<file path="config.mk">
export PLATFORM = sky130hd
export DESIGN_NAME = bhaskara_sine_cosine_q16_flat
export DESIGN_NICKNAME = d
export VERILOG_FILES = /design/src/hdl/bsc_pkg.sv /design/src/hdl/bsc_if.sv /design/src/hdl/bsc_reduce.sv /design/src/hdl/bsc_poly.sv /design/src/hdl/bsc_div.sv /design/src/hdl/bhaskara_sine_cosine_q16.sv /design/src/flat_wrapper.sv
export VERILOG_INCLUDE_DIRS = /design/src /design/src/hdl
export SDC_FILE = /design/constraint.sdc
export NUM_CORES = 2
export LEC_CHECK = 0
export ABC_AREA = 1
export BUFFER_PORTS_ARGS = -buffer_cell sky130_fd_sc_hd__clkbuf_2
export CORE_MARGIN = 3
export CORE_UTILIZATION = 50
export DETAILED_ROUTE_END_ITERATION = 12
export HOLD_SLACK_MARGIN = 0.03
export PLACE_DENSITY = 0.65
export SLEW_MARGIN = 20
export SYNTH_ARGS = -nofsm -noshare
export SYNTH_HDL_FRONTEND = slang
export SYNTH_SLANG_ARGS = --single-unit
</file>
<file path="constraint.sdc">
create_clock -name clk -period 15.65 [get_ports clk]
set_input_delay 0.7825 -clock clk [delete_from_list [all_inputs] [get_ports clk]]
set_output_delay 0.7825 -clock clk [all_outputs]
set_load 0.03 [all_outputs]
</file>
<file path="src/hdl/bhaskara_sine_cosine_q16_macros.svh">
// Assertion helpers for the one asserting file, bhaskara_sine_cosine_q16.sv.
`ifndef BHASKARA_SINE_COSINE_Q16_MACROS_SVH
`define BHASKARA_SINE_COSINE_Q16_MACROS_SVH

// Condition must hold at every clock edge outside reset.
`define BSC_ASSERT_ALWAYS(label, clk, rst, cond) \
  label: assert property (@(posedge clk) disable iff (rst) (cond)) \
    else $error("invariant violated");

// Whenever ante holds, cons must hold in the same cycle.
`define BSC_ASSERT_IMPL(label, clk, rst, ante, cons) \
  label: assert property (@(posedge clk) disable iff (rst) (ante) |-> (cons)) \
    else $error("implication violated");

`endif

</file>
<file path="src/hdl/bsc_pkg.sv">
package bsc_pkg;

  localparam int FULL_TURN    = 3600;
  localparam int HALF_TURN    = 1800;
  localparam int QUARTER_TURN = 900;
  localparam int BHASKARA_K   = 4050000;

  // Smallest multiple of a full turn that lifts any 32-bit angle above zero.
  localparam longint TURN_BIAS =
    longint'(FULL_TURN) * ((longint'(1) <<< 31) / FULL_TURN + 1);

  // Residues of 2^16 and 2^12 modulo a full turn, used to fold high bits down.
  localparam int FOLD16 = (1 << 16) % FULL_TURN;
  localparam int FOLD12 = (1 << 12) % FULL_TURN;

  // After the last fold the value stays below 19472, so at most ten half turns.
  localparam int HALF_STEPS = 10;

  localparam int D_W   = 11;  // reduced angle, below one half turn
  localparam int P_W   = 20;  // d*(1800-d), at most 810000
  localparam int DEN_W = 22;  // 4050000-p, and the divider remainder

  typedef struct packed {
    logic [D_W-1:0] d;
    logic           neg;
  } angle_t;

  typedef struct packed {
    logic [DEN_W-1:0] rem;
    logic [DEN_W-1:0] den;
    logic             neg;
  } frac_t;

endpackage

</file>
<file path="src/hdl/bsc_if.sv">
interface bsc_in_if;
  logic               valid;
  logic               ready;
  logic               kind;
  logic signed [31:0] angle_x10;

  modport source (output valid, kind, angle_x10, input ready);
  modport sink (input valid, kind, angle_x10, output ready);
endinterface

interface bsc_out_if #(
  parameter int W = 18
);
  logic                valid;
  logic                ready;
  logic signed [W-1:0] value;

  modport source (output valid, value, input ready);
  modport sink (input valid, value, output ready);
endinterface

</file>
<file path="src/hdl/bsc_reduce.sv">
module bsc_reduce (
  input  logic               clk,
  input  logic               rst,
  input  logic               src_valid,
  output logic               src_ready,
  input  logic               kind,
  input  logic signed [31:0] angle_x10,
  output logic               dst_valid,
  input  logic               dst_ready,
  output bsc_pkg::angle_t    angle
);

  localparam int STAGES = 6;

  logic [STAGES:1]   vld;
  logic [STAGES+1:1] rdy;

  logic [32:0] u;
  logic [26:0] v;
  logic [20:0] w;
  logic [16:0] x;
  logic [14:0] y;

  logic [33:0]     sum;
  logic [3:0]      k_sel;
  logic [14:0]     base;
  bsc_pkg::angle_t angle_next;

  // A stage takes new data when it is empty or its successor moves.
  always_comb begin
    rdy[STAGES+1] = dst_ready;
    for (int k = STAGES; k >= 1; k--) begin
      rdy[k] = !vld[k] || rdy[k+1];
    end
  end

  assign src_ready = rdy[1];
  assign dst_valid = vld[STAGES];

  always_ff @(posedge clk) begin
    if (rst) begin
      vld <= '0;
    end else begin
      if (rdy[1]) vld[1] <= src_valid;
      for (int k = 2; k <= STAGES; k++) begin
        if (rdy[k]) vld[k] <= vld[k-1];
      end
    end
  end

  // Bias to a non-negative value with the same residue; the sum never wraps.
  assign sum = {{2{angle_x10[31]}}, angle_x10}
             + (kind ? 34'(bsc_pkg::QUARTER_TURN) : 34'd0)
             + 34'(bsc_pkg::TURN_BIAS);

  // Fold the last value by whole half turns; an odd count flips the sign.
  always_comb begin
    k_sel = '0;
    for (int k = 1; k <= bsc_pkg::HALF_STEPS; k++) begin
      if (y >= 15'(k * bsc_pkg::HALF_TURN)) k_sel = 4'(k);
    end
    base = 15'(k_sel) * 15'(bsc_pkg::HALF_TURN);
    angle_next.d   = bsc_pkg::D_W'(y - base);
    angle_next.neg = k_sel[0];
  end

  always_ff @(posedge clk) begin
    if (rdy[1]) u <= sum[32:0];
    if (rdy[2]) v <= 27'(u[32:16]) * 27'(bsc_pkg::FOLD16) + 27'(u[15:0]);
    if (rdy[3]) w <= 21'(v[26:16]) * 21'(bsc_pkg::FOLD16) + 21'(v[15:0]);
    if (rdy[4]) x <= 17'(w[20:16]) * 17'(bsc_pkg::FOLD16) + 17'(w[15:0]);
    if (rdy[5]) y <= 15'(x[16:12]) * 15'(bsc_pkg::FOLD12) + 15'(x[11:0]);
    if (rdy[6]) angle <= angle_next;
  end

endmodule

</file>
<file path="src/hdl/bsc_poly.sv">
module bsc_poly (
  input  logic            clk,
  input  logic            rst,
  input  logic            src_valid,
  output logic            src_ready,
  input  bsc_pkg::angle_t angle,
  output logic            dst_valid,
  input  logic            dst_ready,
  output bsc_pkg::frac_t  frac
);

  logic [2:1] vld;
  logic [3:1] rdy;

  logic [bsc_pkg::P_W-1:0] p;
  logic                    p_neg;
  logic [bsc_pkg::D_W-1:0] comp;

  assign rdy[3] = dst_ready;
  assign rdy[2] = !vld[2] || rdy[3];
  assign rdy[1] = !vld[1] || rdy[2];

  assign src_ready = rdy[1];
  assign dst_valid = vld[2];

  assign comp = bsc_pkg::D_W'(bsc_pkg::HALF_TURN) - angle.d;

  always_ff @(posedge clk) begin
    if (rst) begin
      vld <= '0;
    end else begin
      if (rdy[1]) vld[1] <= src_valid;
      if (rdy[2]) vld[2] <= vld[1];
    end
  end

  // The divider starts from 2p, the numerator 4p*2^F with its F+1 zero
  // low bits taken off.
  always_ff @(posedge clk) begin
    if (rdy[1]) begin
      p     <= bsc_pkg::P_W'(angle.d) * bsc_pkg::P_W'(comp);
      p_neg <= angle.neg;
    end
    if (rdy[2]) begin
      frac.den <= bsc_pkg::DEN_W'(bsc_pkg::BHASKARA_K) - bsc_pkg::DEN_W'(p);
      frac.rem <= bsc_pkg::DEN_W'({p, 1'b0});
      frac.neg <= p_neg;
    end
  end

endmodule

</file>
<file path="src/hdl/bsc_div.sv">
module bsc_div #(
  parameter int FRAC_BITS = 16
) (
  input  logic                 clk,
  input  logic                 rst,
  input  logic                 src_valid,
  output logic                 src_ready,
  input  bsc_pkg::frac_t       frac,
  output logic                 dst_valid,
  input  logic                 dst_ready,
  output logic [FRAC_BITS:0]   mag,
  output logic                 neg
);

  localparam int Q  = FRAC_BITS + 1;
  localparam int DW = bsc_pkg::DEN_W;

  logic [Q:1]   vld;
  logic [Q+1:1] rdy;

  logic [DW-1:0] rem [1:Q];
  logic [DW-1:0] den [1:Q];
  logic [Q-1:0]  quo [1:Q];
  logic          sgn [1:Q];

  logic [DW-1:0] in_rem [1:Q];
  logic [DW-1:0] in_den [1:Q];
  logic [Q-1:0]  in_quo [1:Q];
  logic          in_sgn [1:Q];
  logic [DW-1:0] nx_rem [1:Q];
  logic [Q-1:0]  nx_quo [1:Q];

  always_comb begin
    rdy[Q+1] = dst_ready;
    for (int k = Q; k >= 1; k--) begin
      rdy[k] = !vld[k] || rdy[k+1];
    end
  end

  assign src_ready = rdy[1];
  assign dst_valid = vld[Q];
  assign mag       = quo[Q];
  assign neg       = sgn[Q];

  always_comb begin
    in_rem[1] = frac.rem;
    in_den[1] = frac.den;
    in_quo[1] = '0;
    in_sgn[1] = frac.neg;
    for (int k = 2; k <= Q; k++) begin
      in_rem[k] = rem[k-1];
      in_den[k] = den[k-1];
      in_quo[k] = quo[k-1];
      in_sgn[k] = sgn[k-1];
    end
  end

  // One quotient bit per stage: shift the remainder, subtract if it fits.
  always_comb begin
    for (int k = 1; k <= Q; k++) begin
      if ({in_rem[k], 1'b0} >= {1'b0, in_den[k]}) begin
        nx_rem[k] = DW'({in_rem[k], 1'b0} - {1'b0, in_den[k]});
        nx_quo[k] = {in_quo[k][Q-2:0], 1'b1};
      end else begin
        nx_rem[k] = {in_rem[k][DW-2:0], 1'b0};
        nx_quo[k] = {in_quo[k][Q-2:0], 1'b0};
      end
    end
  end

  always_ff @(posedge clk) begin
    if (rst) begin
      vld <= '0;
    end else begin
      if (rdy[1]) vld[1] <= src_valid;
      for (int k = 2; k <= Q; k++) begin
        if (rdy[k]) vld[k] <= vld[k-1];
      end
    end
  end

  always_ff @(posedge clk) begin
    for (int k = 1; k <= Q; k++) begin
      if (rdy[k]) begin
        rem[k] <= nx_rem[k];
        den[k] <= in_den[k];
        quo[k] <= nx_quo[k];
        sgn[k] <= in_sgn[k];
      end
    end
  end

endmodule

</file>
<file path="src/hdl/bhaskara_sine_cosine_q16.sv">
// Sine / cosine of an angle in tenths of a degree, Bhaskara I approximation,
// result in signed fixed point with FRAC_BITS fraction bits.
//
// arg (sink): kind (0 sine, 1 cosine) and a signed 32-bit angle_x10. A
//   transaction completes on a clock edge with valid and ready both high.
// result (source): value, FRAC_BITS+2 bits signed, from -1.0 to +1.0.
//
// Throughput: one transaction per cycle, sustained while result is ready.
// Between an arg transaction and result valid, six stages reduce the
// angle into a half turn, two form p and 4050000-p, the restoring
// divider retires one quotient bit per stage (FRAC_BITS+1 stages), and
// one output register applies the sign.
//
// Each stage holds its own valid bit and loads when empty or when its
// successor moves, so a stall at result backs up stage by stage: bubbles
// are squeezed out and nothing is dropped or repeated. Outside reset,
// arg.ready falls only once every stage is full and result is stalled.
//
// Reset (rst, synchronous) clears every valid bit and the in-flight count;
// arg.ready is held low while rst is high. Data registers are not reset.
`include "bhaskara_sine_cosine_q16_macros.svh"

module bhaskara_sine_cosine_q16 #(
  parameter int FRAC_BITS = 16
) (
  input  logic     clk,
  input  logic     rst,
  bsc_in_if.sink   arg,
  bsc_out_if.source result
);

  localparam int OW    = FRAC_BITS + 2;
  localparam int DEPTH = FRAC_BITS + 10;
  localparam int CW    = $clog2(DEPTH + 1);
  localparam int ONE_Q = 1 << FRAC_BITS;

  // Reduction to a half turn.
  logic            red_ready;
  logic            red_valid;
  logic            poly_ready;
  bsc_pkg::angle_t red_angle;

  // p and the denominator.
  logic            poly_valid;
  logic            div_ready;
  bsc_pkg::frac_t  poly_frac;

  // Divider.
  logic               div_valid;
  logic [FRAC_BITS:0] div_mag;
  logic               div_neg;

  // Output register.
  logic          ovld;
  logic [OW-1:0] oval;
  logic          out_ready;
  logic [OW-1:0] mag_ext;

  // Transactions in flight, for the checks below.
  logic [CW-1:0] inflight;
  logic          acc_in;
  logic          acc_out;

  assign arg.ready = red_ready && !rst;

  bsc_reduce u_reduce (
    .clk       (clk),
    .rst       (rst),
    .src_valid (arg.valid),
    .src_ready (red_ready),
    .kind      (arg.kind),
    .angle_x10 (arg.angle_x10),
    .dst_valid (red_valid),
    .dst_ready (poly_ready),
    .angle     (red_angle)
  );

  bsc_poly u_poly (
    .clk       (clk),
    .rst       (rst),
    .src_valid (red_valid),
    .src_ready (poly_ready),
    .angle     (red_angle),
    .dst_valid (poly_valid),
    .dst_ready (div_ready),
    .frac      (poly_frac)
  );

  bsc_div #(
    .FRAC_BITS (FRAC_BITS)
  ) u_div (
    .clk       (clk),
    .rst       (rst),
    .src_valid (poly_valid),
    .src_ready (div_ready),
    .frac      (poly_frac),
    .dst_valid (div_valid),
    .dst_ready (out_ready),
    .mag       (div_mag),
    .neg       (div_neg)
  );

  // Output register: advance when empty or when the receiver takes the value.
  assign out_ready = !ovld || result.ready;
  assign mag_ext   = {1'b0, div_mag};

  always_ff @(posedge clk) begin
    if (rst) begin
      ovld <= 1'b0;
    end else if (out_ready) begin
      ovld <= div_valid;
    end
  end

  // Negate on the lower half turn; a zero magnitude stays zero.
  always_ff @(posedge clk) begin
    if (out_ready) oval <= div_neg ? OW'(0) - mag_ext : mag_ext;
  end

  assign result.valid = ovld;
  assign result.value = oval;

  assign acc_in  = arg.valid && arg.ready;
  assign acc_out = result.valid && result.ready;

  always_ff @(posedge clk) begin
    if (rst) begin
      inflight <= '0;
    end else begin
      inflight <= inflight + CW'(acc_in) - CW'(acc_out);
    end
  end

  `BSC_ASSERT_ALWAYS(a_value_range, clk, rst, !result.valid || ($signed(result.value) <= ONE_Q && $signed(result.value) >= -ONE_Q))
  `BSC_ASSERT_IMPL(a_no_phantom, clk, rst, result.valid, inflight != '0)
  `BSC_ASSERT_ALWAYS(a_depth_bound, clk, rst, inflight <= CW'(DEPTH))
  `BSC_ASSERT_IMPL(a_full_stall, clk, rst, inflight == CW'(DEPTH) && !result.ready, !arg.ready)

endmodule
</file>
<file path="src/flat_wrapper.sv">
// flat-port wrapper written by rule: the top's interface ports become plain ports
module bhaskara_sine_cosine_q16_flat 
#(
  parameter int FRAC_BITS = 16
)
  (clk, rst, arg_valid, arg_kind, arg_angle_x10, arg_ready, result_valid, result_value, result_ready);
  bsc_in_if arg_i ();
  bsc_out_if result_i ();
  input  logic clk;
  input  logic rst;
  input wire logic [$bits(arg_i.valid)-1:0] arg_valid;
  input wire logic [$bits(arg_i.kind)-1:0] arg_kind;
  input wire logic [$bits(arg_i.angle_x10)-1:0] arg_angle_x10;
  output wire logic [$bits(arg_i.ready)-1:0] arg_ready;
  output wire logic [$bits(result_i.valid)-1:0] result_valid;
  output wire logic [$bits(result_i.value)-1:0] result_value;
  input wire logic [$bits(result_i.ready)-1:0] result_ready;
  assign arg_i.valid = arg_valid;
  assign arg_i.kind = arg_kind;
  assign arg_i.angle_x10 = arg_angle_x10;
  assign arg_ready = arg_i.ready;
  assign result_valid = result_i.valid;
  assign result_value = result_i.value;
  assign result_i.ready = result_ready;
  bhaskara_sine_cosine_q16 #(.FRAC_BITS(FRAC_BITS)) u_core (.clk(clk), .rst(rst), .arg(arg_i), .result(result_i));
endmodule
</file>
==> metrics.csv <==
metric;value;unit
min Tclk post-route;7.60;ns
Routed WL;125;mm
Worst EP required;16.12;ns
Tcrit/Tclk final;48.6;%
Setup Fix Bufs, Post-CTS;0;
Final Instance Count excl. Fillers;8172;
RSZ-0062 raised after global routing;no;
post-synth net total;7013;
GRT Total Usage;19.0;%
Hold Path Class;primary input to flip-flop;
max-slew violation count;0;
largest net degree at the start of global routing;62;
Synth async-reset ratio;0;%
cts hold-fix bufs;0;
drt initial violations;2639;
Top Ports;57;
Simple-Gate Fraction of Synth Area;10.5;%
max cap viols;0;
crit end category;flip-flop;
RePlAce Congestion;0.878;
Setup crit start kind;flip-flop;
Slowest-stage cell, CP;edfxtp_1;
H-tree Lvls;3;
initial antenna violation count;10;
clk root buf;clkbuf_16;
IO buf count;56;
f_max;0.132;GHz
sequential share of the synthesized area;50.2;%
Chip Width;366;microns
status;finished, final reports clean;
area share of the largest cell type after synthesis;49.4;%
Worst Path Arrival;8.07;ns
Hold Fails Final Rpt;0;
number of synthesized flops with an enable pin;1063;
clk sinks;1089;
adder-cell area share of the yosys netlist;16.3;%
most common cell in the synthesized netlist;edfxtp_1;
largest family of logic cells by synthesized area;adder cells;
Synth Register Bits;1089;
First-pass DRT Iterations;6;
worst clock skew;0.0876;ns
ANT nets after route;0;
Die H;366;microns
CTS tree;built;
Longest Clk Path Bufs;3;
num rows;131;
via count;42200;
hold slack;0.254;ns
final setup fails;0;
post-CTS sizing;0;
top post-synthesis cells by area;edfxtp_1 49%, ha_1 11%, inv_1 6.2%;
first-pass GRT wire length;205;mm
drt wl/cell;15.3;microns
Ant. Diodes;0;
Compound-Gate Fraction of Synth Area;10.1;%
vias in the first global route;41600;
initial core utilization;50.5;%
Worst slew margin;28.2;%
Critical Path Max Stage Delay;0.74;ns
post-synthesis cell type count;63;
most frequent CP cell;nand2_1;
post-synthesis xor/xnor area fraction;6.21;%
Worst-Skew Late Latency;0.74;ns
mux cell area share after synthesis;0;%
dpl cells;7958;
Slew @ Worst Pin;1.08;ns
post-synth top area cell;edfxtp_1;
drt drc;0;
Gate Count Post-Synth;6229;
Final #Nets;7128;
Core ar.;128000;sq um
layout cells sized above 1;5.63;%
die footprint;134000;sq um
top cells by count, synth;1063 x edfxtp_1, 1062 x inv_1, 788 x nand2_1, 708 x a21oi_1, 592 x ha_1;
total gr overflow;0;
DP HPWL;97.1;mm
crit path max fanout;17;
synthesized area;64700;sq um
vias per cell;5.16;
clock transition at the registers of the reported paths;0.06;ns
ys flop type;edfxtp_1;
Ys Warns;0;
Post-Route Setup TNS;0;ns
Setup CP Type;flip-flop to flip-flop;
cts bufs inserted;113;
Layout area overhead;9.37;%
syn avg cell area;10.4;sq um
[flip-flops by register name, indices dropped and copies added, names as in the netlist, 18 cells and up]
register and count:
u_core.result.value 18, u_core.u_reduce.v 27, u_core.u_div.den 336, u_core.u_poly.frac 41, u_core.u_reduce.w 21, u_core.u_div.quo 153
u_core.u_div.rem 352, u_core.u_reduce.u 33, u_core.u_poly.p 20
[critical path, delay by kind of cell, from the launching register on]
kind,cells,cell delay (ns)
AO/OA/AOI/OAI,7,1.44
adder cells (fa/ha/maj),8,3.45
buffers and inverters,7,1.03
flip-flops,1,0.74
AND/OR/NAND/NOR,10,0.76
[layer usage]
metal,routed length (microns),track usage (%)
met5,13,0
met4,3760,6.18
met3,5170,2.79
met2,59900,32.7
met1,56000,24.6
[cell usage in the layout, fill, tap and decap left out, types with 10 or more instances in the layout]
master / n
clkbuf_8: 12
xnor2_1: 194
o21ai_0: 235
a31oi_1: 32
a21oi_2: 17
a21oi_1: 708
xor2_1: 263
nand4_1: 28
o31ai_1: 13
clkinv_1: 21
o21bai_1: 25
nand2_1: 784
clkinv_2: 24
clkbuf_2: 56
o21ai_1: 51
inv_1: 1053
dfxtp_1: 26
nand3_1: 162
nor4_1: 32
nor2_1: 467
buf_4: 22
o21a_1: 15
ha_1: 592
o211ai_1: 22
fa_1: 155
clkbuf_16: 116
nand2_2: 10
clkinvlp_4: 11
edfxtp_1: 1063
clkbuf_1: 18
nor3_1: 51
o21ai_2: 16
[metrics by stage]
step,setup WS [ns],util (%),area [sq um]
final,8.05,55.3,70700
after global routing,7.38,55.3,70700
after CTS,8.03,55.2,70700
after detailed placement,8.02,52.3,66900
after global placement,8.09,52.3,66900
after floorplan,8.38,-,64700
[cells by family (layout without fill, tap and decap cells)]
logic type / Yosys count / in the layout
AOI/OAI and AO/OA: 1192 / 1192
xor gates and xnor gates: 458 / 458
adders and majority gates: 747 / 747
buffers and inverters: 1144 / 1358
DFF: 1089 / 1089
and+or+nand+nor: 1599 / 1599
[area by class of cell]
class                   count  area (sq um)
clock buffers             146          3140
clock inverters            68           669
fillers                 11000         57300
inverters                1066          4010
multi-input cells        3996         27900
flip-flops and latches   1089         32400
well taps                1729          2160
repair buffers             78           445
[worst paths after layout]
kind                             from                endpoint  slack (ns)  cells after the start
min                  arg_angle_x10[0]    u_core.u_reduce.u[0]        0.25                      1
max reg2reg  u_core.u_reduce.angle[1]     u_core.u_poly.p[18]        8.05                     32
min reg2reg     u_core.u_poly.frac[0]  u_core.u_div.sgn[0][1]        0.34                      0
max          u_core.u_reduce.angle[1]     u_core.u_poly.p[18]        8.05                     32
Power is not shown: default switching activity piles up to over one toggle a cycle in this logic, so the estimate is an artifact.
